===== src/hdl/bwms_pkg.sv =====
// ----------------------------------------------------------------------------
// bwms_pkg
// Shared types and constants for the bounded window max subarray sum block.
// ----------------------------------------------------------------------------
`default_nettype none

package bwms_pkg;

  localparam int PREFIX_W        = 32;
  localparam int POS_W           = 20;
  localparam int OUT_W           = 18;
  localparam int WIN_W           = 9;
  localparam int OUT_TDATA_W     = 40;
  localparam int WINDOW_MAX_DEF  = 256;
  localparam int SAMPLE_BITS_DEF = 10;

  // One chain entry: an earlier prefix sum and the position it was taken at.
  typedef struct packed {
    logic                valid;
    logic [PREFIX_W-1:0] prefix;
    logic [POS_W-1:0]    pos;
  } entry_t;

  typedef enum logic [1:0] {
    OP_HOLD,
    OP_PUSH,
    OP_SHIFT
  } op_t;

  typedef enum logic {
    ST_IDLE,
    ST_TRIM
  } state_t;

  // Broadcast from the sequencer to every cell.
  typedef struct packed {
    op_t                 op;
    logic                clear;
    logic                full;
    logic [PREFIX_W-1:0] p_ref;
    logic [POS_W-1:0]    new_pos;
  } cell_ctrl_t;

endpackage

`default_nettype wire


===== src/hdl/bwms_cell.sv =====
// ----------------------------------------------------------------------------
// bwms_cell
// One slot of the monotonic chain: holds an entry, drops it when dominated,
// takes the new entry at the end of the kept run, or shifts toward the front.
// ----------------------------------------------------------------------------
`default_nettype none

module bwms_cell (
  input  logic                clk,
  input  logic                rst,
  input  bwms_pkg::cell_ctrl_t ctrl,
  input  logic                left_keep,
  input  bwms_pkg::entry_t    right_entry,
  output bwms_pkg::entry_t    cell_out,
  output logic                keep
);
  import bwms_pkg::*;

  logic                valid;
  logic [PREFIX_W-1:0] prefix;
  logic [POS_W-1:0]    pos;
  logic                valid_next;
  logic [PREFIX_W-1:0] prefix_next;
  logic [POS_W-1:0]    pos_next;
  logic [PREFIX_W-1:0] diff;

  // Keep only entries strictly below the reference prefix (wrapped compare).
  assign diff = prefix - ctrl.p_ref;
  assign keep = valid & ~ctrl.clear & diff[PREFIX_W-1];

  assign cell_out = '{valid: valid, prefix: prefix, pos: pos};

  always_comb begin
    valid_next  = valid;
    prefix_next = prefix;
    pos_next    = pos;
    unique case (ctrl.op)
      OP_PUSH: begin
        if (ctrl.full) begin
          valid_next  = right_entry.valid;
          prefix_next = right_entry.prefix;
          pos_next    = right_entry.pos;
        end else if (keep) begin
          valid_next = 1'b1;
        end else if (left_keep) begin
          valid_next  = 1'b1;
          prefix_next = ctrl.p_ref;
          pos_next    = ctrl.new_pos;
        end else begin
          valid_next = 1'b0;
        end
      end
      OP_SHIFT: begin
        valid_next  = right_entry.valid;
        prefix_next = right_entry.prefix;
        pos_next    = right_entry.pos;
      end
      default: begin
        valid_next = valid;
      end
    endcase
  end

  always_ff @(posedge clk) begin
    if (rst) begin
      valid <= 1'b0;
    end else begin
      valid <= valid_next;
    end
  end

  always_ff @(posedge clk) begin
    prefix <= prefix_next;
    pos    <= pos_next;
  end

endmodule

`default_nettype wire


===== config.mk =====
export PLATFORM = sky130hd
export DESIGN_NAME = bwms_cell
export DESIGN_NICKNAME = d
export VERILOG_FILES = /design/src/hdl/bwms_pkg.sv /design/src/hdl/bwms_cell.sv
export SDC_FILE = /design/constraint.sdc
export NUM_CORES = 1
export LEC_CHECK = 0
export BUFFER_PORTS_ARGS = -buffer_cell sky130_fd_sc_hd__buf_2
export CORE_MARGIN = 4
export CORE_UTILIZATION = 30
export DETAILED_ROUTE_END_ITERATION = 6
export PLACE_DENSITY = 0.65
export SYNTH_ARGS = -nofsm -noshare
export SYNTH_HDL_FRONTEND = slang
export SYNTH_SLANG_ARGS = --single-unit

===== constraint.sdc =====
create_clock -name clk -period 12.5 [get_ports clk]
set_clock_uncertainty 0.2 [all_clocks]
set_input_delay 2.5 -clock clk [delete_from_list [all_inputs] [get_ports clk]]
set_output_delay 2.5 -clock clk [all_outputs]
set_load 0.02 [all_outputs]

==> reports/metrics.cfg, run 1 <==
[worst_setup_path]
crit_type=in -> out
path_max_fanout=3
worstPathRequired_ns=9.80
critPathTopFamily=compound AO/OA/AOI/OAI gates
critPathMaxStageDelay_ns=0.51
r2r_end=prefix[3]
crit_top_cell=buf_2
r2r-start=prefix[4]
startpoint_type=input port
crit_chain=buf_2, inv_1, ha_1, nand2_1, o21ai_0, a21oi_1, o41ai_1, a31oi_1, xnor2_1, nor2_1, buf_2
arrival_ns=4.49
crit_slowest_cell=o41ai_1
endpoint_kind=primary output
crit_buf_inv=3
r2r_slack_ns=9.10
reg2regPathDepth=9

[cells_and_area]
antenna_cells=0
area_growth_pct=35.3
finalNetCount=552
fillers=918
layout-drive-gt1-share=0.570

[grt]
grt_usage=0.126
grt_pass1_wl_um=11600
grt_overflow_total=0
grt-busiest-layer=met2
grt_max_degree=55
antenna_found_initial=0
grt_use_met3=0.0450
gr-usage-met2=0.224
first_global_vias=2604
met1_usage=0.140

[place]
port_buffers=165
hpwl_um=6020
place.gp.congestion=0.681

[cts]
cts_root_buf=clkbuf_8
cts_resized=0
cts_setup_buffers=0
hold_buffers=0
htreeDepth=2
clock_latency_ns=0.31
clk_pin_slew_ns=0.10
cts_tree=built
ctsLongestPathBuffers=2
cts_buffers=5
clock_sinks=53

[sta]
period_share=0.575
fmax_mhz=139
whs_ns=0.390
tightest_slew_ns=0.698
max_slew_margin=0.534
slew_viol_final=0
finalSetupViolations=0
rsz0062_at_grt=false
tns_ns=0
finalHoldViolCount=0
period_minus_slack_ns=7.19

[power]
leakage_nw=1.98
worst_ir_drop_vdd_mv=0.0576
p_clk_frac=0.235
comb_power_share=0.270
sw_frac_of_total=0.294
power_density_nw_per_um2=110
p_seq_frac=0.495
intPower_w=0.000322
p_sw_w=0.000134

[yosys]
synth_common_cells=edfxtp_1, mux2_2, inv_1
yosys.area.top_type_share=0.508
synthesis.area_um2=3080
async_reset_ff_frac=0
yosys.area.top_type=edfxtp_1
syn_inst=240
synth_edf_count=52
synthTopCellsByArea=edfxtp_1, mux2_2, ha_1
ys_seq_area_frac=0.514
ys_seq_elements=53
synth_ff_type=edfxtp_1
syn_nets=384
yosysWarnings=0
avgSynthCellArea_um2=12.8
yosysUniqueCellTypes=29

[floorplan]
die_x_um=109
io_pins=166
coreArea_um2=9860
fp-row-count=36
initial_core_util=0.312
dieArea_um2=11900
die_y_um=109

[detailed_routing]
vias_per_cell=4.53
drt_pre_antenna_iters=4
drc=0
vias=2455
ant_nets=0
wl_per_cell_um=13.8
drt_iter0_drc=54
routed_wl_um=7500

[hold_path]
min_path_type=reg -> reg
min_path_cells=2
holdPathEnd=valid
hold_start=valid

[run]
cap_violations=0

[run_status]
status=complete, no violations

[logic make-up (layout without fill, tap and decap cells)]
family          Yosys count  count (layout)  synth area share
fa+ha+maj                32              32             0.130
simple gates             30              30            0.0439
mux                      52              52             0.190
flops                    53              53             0.514
xor+xnor                  2               2           0.00570
buf+inv                  39             208            0.0509
compound gates           32              32            0.0647
[registers in the layout (all words and copies together) (netlist names)]
name	cells
prefix	32
pos	20
valid	1
[cell type report]
cell class / count / area, um^2 / area share
clock inverters: 1 / 5.00 / 0.00120
well taps: 133 / 166 / 0.0400
multi-input cells: 148 / 1350 / 0.324
repair buffers: 167 / 841 / 0.202
clock buffers: 7 / 96.3 / 0.0232
inverters: 33 / 124 / 0.0298
flip-flops and latches: 53 / 1580 / 0.380
[layer usage]
layer | wire length [um] | up-vias | part of all wire
met1 | 2990 | 1134 | 0.40
met3 | 658 | 10 | 0.088
li1 | - | 1209 | -
met5 | 0 | - | 0
met2 | 3750 | 102 | 0.50
met4 | 100 | 0 | 0.013
[how the worst max path moves through the flow]
stage | cells past startpoint | slack (ns) | to | start
2_1_floorplan | 9 | 5.81 | keep | ctrl[26]
3_3_place_gp | 11 | 5.22 | keep | ctrl[22]
3_5_place_dp | 11 | 5.16 | keep | ctrl[26]
4_1_cts | 11 | 5.16 | keep | ctrl[26]
5_1_grt | 11 | 5.05 | keep | ctrl[26]
6_report | 11 | 5.31 | keep | ctrl[26]
[cells in the final DEF, fill, tap and decap left out, types with 2 or more instances in the layout]
master    count
a21o_1        2
a21oi_1      14
a21oi_2       3
buf_2       165
buf_4         2
clkbuf_8      7
edfxtp_1     52
ha_1         32
inv_1        33
mux2_2       52
nand2_1      13
nand2b_1      2
nand4_1       3
nor2_1        6
o21ai_0       5
o21ai_1       2
[per-stage QoR]
stage          cells  utilization  total power [W]  setup WS (ns)  area, um^2
6_report         542        0.422         0.000456           5.31        4160
4_1_cts          542        0.422         0.000467           5.16        4160
3_5_place_dp     534        0.411         0.000356           5.16        4060
3_3_place_gp     534        0.411         0.000352           5.22        4060
2_1_floorplan    240            -         0.000306           5.81        3080
5_1_grt          542        0.422         0.000487           5.05        4160
[power by group through the flow]
stage	Sequential, W	Combinational (W)	Clock, W
after floorplan	0.000252	0.0000544	0
after global placement	0.000229	0.000123	0
after detailed placement	0.000230	0.000126	0
after CTS	0.000226	0.000126	0.000114
after global routing	0.000228	0.000138	0.000121
final	0.000226	0.000123	0.000107
[worst register-to-register path, delay by kind of cell, from the launching register on]
family / cells / cell delay [ns]
XOR/XNOR: 1 / 0.32
AO/OA/AOI/OAI: 6 / 1.19
flip-flops: 1 / 0.42
buffers and inverters: 1 / 0.55
adder cells (fa/ha/maj): 1 / 0.32
(Power assumes the default switching activity.)
==> run 2, diff against run 1 <==
clock period = 7.4 ns   (was 12.5 ns; I/O delays follow)
==> run 2 against run 1 <==
Non-clock buffer count unchanged. Design area stayed put. Clock power rose by 69%. Global-route usage decreased by 0.10 points. Register-to-register slack lost 5.1 ns. Worst setup slack worse by 3.0 ns. Sequential power is 69% higher. Critical path depth is the same. Wire length hardly changed. Utilization stayed put. Clock-buffer cell count unchanged. Combinational power grew 69%. Critical path type unchanged. Largest cell class unchanged. Highest routed layer unchanged.
==> reports/metrics.cfg, run 2 (synthesis gave the netlist of run 1 again) <==
[grt]
grt_usage=0.125  ; -0.00100
grt_pass1_wl_um=11500  ; -0.71%
grt_overflow_total=0  ; unchanged
grt_max_degree=55  ; unchanged
first_global_vias=2590  ; -0.54%
antenna_found_initial=0  ; unchanged

[power]
p_seq_frac=0.495  ; about the same
worst_ir_drop_vdd_mv=0.0959  ; +67%
power_density_nw_per_um2=185  ; +69%
comb_power_share=0.270  ; about the same
p_clk_frac=0.235  ; about the same
intPower_w=0.000545  ; +69%
sw_frac_of_total=0.294  ; about the same
p_sw_w=0.000227  ; +69%
leakage_nw=1.98  ; unchanged

[sta]
finalHoldViolCount=0  ; unchanged
tightest_slew_ns=0.693  ; -0.00477 ns
slew_viol_final=0  ; unchanged
tns_ns=0  ; unchanged
fmax_mhz=195
finalSetupViolations=0  ; unchanged
rsz0062_at_grt=false
period_minus_slack_ns=5.13
max_slew_margin=0.538  ; +0.00318
period_share=0.693
whs_ns=0.388  ; -0.00278 ns
finalWorstSetupSlack_ns=2.27  ; -3.03 ns

[floorplan]
dieArea_um2=11900  ; unchanged
fp-row-count=36  ; unchanged
die_x_um=109  ; unchanged
initial_core_util=0.312  ; unchanged
io_pins=166  ; unchanged
die_y_um=109  ; unchanged
coreArea_um2=9860  ; unchanged

[cells_and_area]
final_cell_mix=buf_2, mux2_2, edfxtp_1, inv_1, ha_1
fin_cells=542  ; unchanged
largest_reg_flops=32  ; unchanged
area_growth_pct=35.3  ; unchanged
fillers=928  ; +1.1%
layout-drive-gt1-share=0.570  ; unchanged
final_core_util=0.422  ; unchanged
top_register=prefix
reg.largest.list=prefix: 32 flops, pos: 20 flops, valid: 1 flops
antenna_cells=0  ; unchanged
finalNetCount=552  ; unchanged
final_common_cell=buf_2

[detailed_routing]
vias_per_cell=4.46  ; -1.4%
drt_pre_antenna_iters=3  ; -1
wl_per_cell_um=13.8  ; about the same
routed_wl_um=7500  ; about the same
drc=0  ; unchanged
ant_nets=0  ; unchanged
vias=2420  ; -1.4%
drt_iter0_drc=60  ; +11%

[worst_setup_path]
startpoint_type=input port
critPathTopFamily=compound AO/OA/AOI/OAI gates
crit_type=in -> out
crit_slowest_cell=o41ai_1
crit_top_cell=buf_2
worstPathRequired_ns=5.72  ; -4.08 ns
crit_chain=buf_2, inv_1, ha_1, nand2_1, o21ai_0, a21oi_1, o41ai_1, a31oi_1, xnor2_1, nor2_1, buf_2
arrival_ns=3.45  ; -1.04 ns
crit_buf_inv=3  ; unchanged
path_max_fanout=3  ; unchanged
endpoint_kind=primary output
critPathMaxStageDelay_ns=0.47  ; -0.04 ns

[cts]
cts_setup_buffers=0  ; unchanged
cts_tree=built
clock_sinks=53  ; unchanged
htreeDepth=2  ; unchanged
ctsLongestPathBuffers=2  ; unchanged
cts_root_buf=clkbuf_8
clk_pin_slew_ns=0.10  ; about the same
cts_resized=0  ; unchanged
hold_buffers=0  ; unchanged
clock_latency_ns=0.30  ; about the same
cts_buffers=5  ; unchanged

[place]
hpwl_um=5980  ; -0.58%
place.gp.congestion=0.681  ; about the same
port_buffers=165  ; unchanged
pre_cts_ws_ns=2.14  ; -3.02 ns
dp.cells=534  ; unchanged

[hold_path]
min_path_type=reg -> reg

[run]
cap_violations=0  ; unchanged

[run_status]
status=complete, no violations

## run 2: cell counts in the layout (fill, tap and decap cells not counted)
No cell type changed its count.
## run 2: per-layer routing
metal	part of all wire	up-vias	GRT usage	routed length, um
li1	-	1212	-	-
met1	0.40	1106	0.142	3030
met2	0.50	96	0.222	3730
met3	0.088	6	0.0426	658
met4	0.011	0	0.0347	81
met5	0	-	0	0
## run 2: worst paths after layout
| path | slack (ns) | end | cells after the start | start |
|---|---|---|---|---|
| max reg2reg | 4.04 | prefix[3] | 9 | prefix[4] |
| min reg2reg | 0.39 | valid | 2 | valid |
| max | 2.27 | keep | 11 | ctrl[26] |
| min | 0.39 | valid | 2 | valid |
## run 2: layout make-up
type                    instances  area [um^2]  share of cell area
flip-flops and latches         53         1580               0.380
multi-input cells             148         1350               0.324
repair buffers                167          841               0.202
well taps                     133          166              0.0400
inverters                      33          124              0.0298
clock buffers                   7         96.3              0.0232
clock inverters                 1         5.00             0.00120
## run 2: power groups by stage
stage	clock network, W	logic, W	registers (W)
floorplan	0	0.0000919	0.000425
global placement	0	0.000208	0.000387
detailed placement	0	0.000212	0.000389
CTS	0.000193	0.000213	0.000383
global route	0.000204	0.000233	0.000386
finish	0.000181	0.000208	0.000382
## run 2: through the flow
| step | cell area [um^2] | total power [W] |
|---|---|---|
| floorplan | 3080 | 0.000517 |
| global placement | 4060 | 0.000595 |
| detailed placement | 4060 | 0.000601 |
| CTS | 4160 | 0.000788 |
| global route | 4160 | 0.000822 |
| finish | 4160 | 0.000771 |
## run 2: tightest hold or removal path, stage by stage (launching register included)
cell	delay, ns
dfxtp_1	0.34
a21oi_1	0.13
o22ai_1	0.08
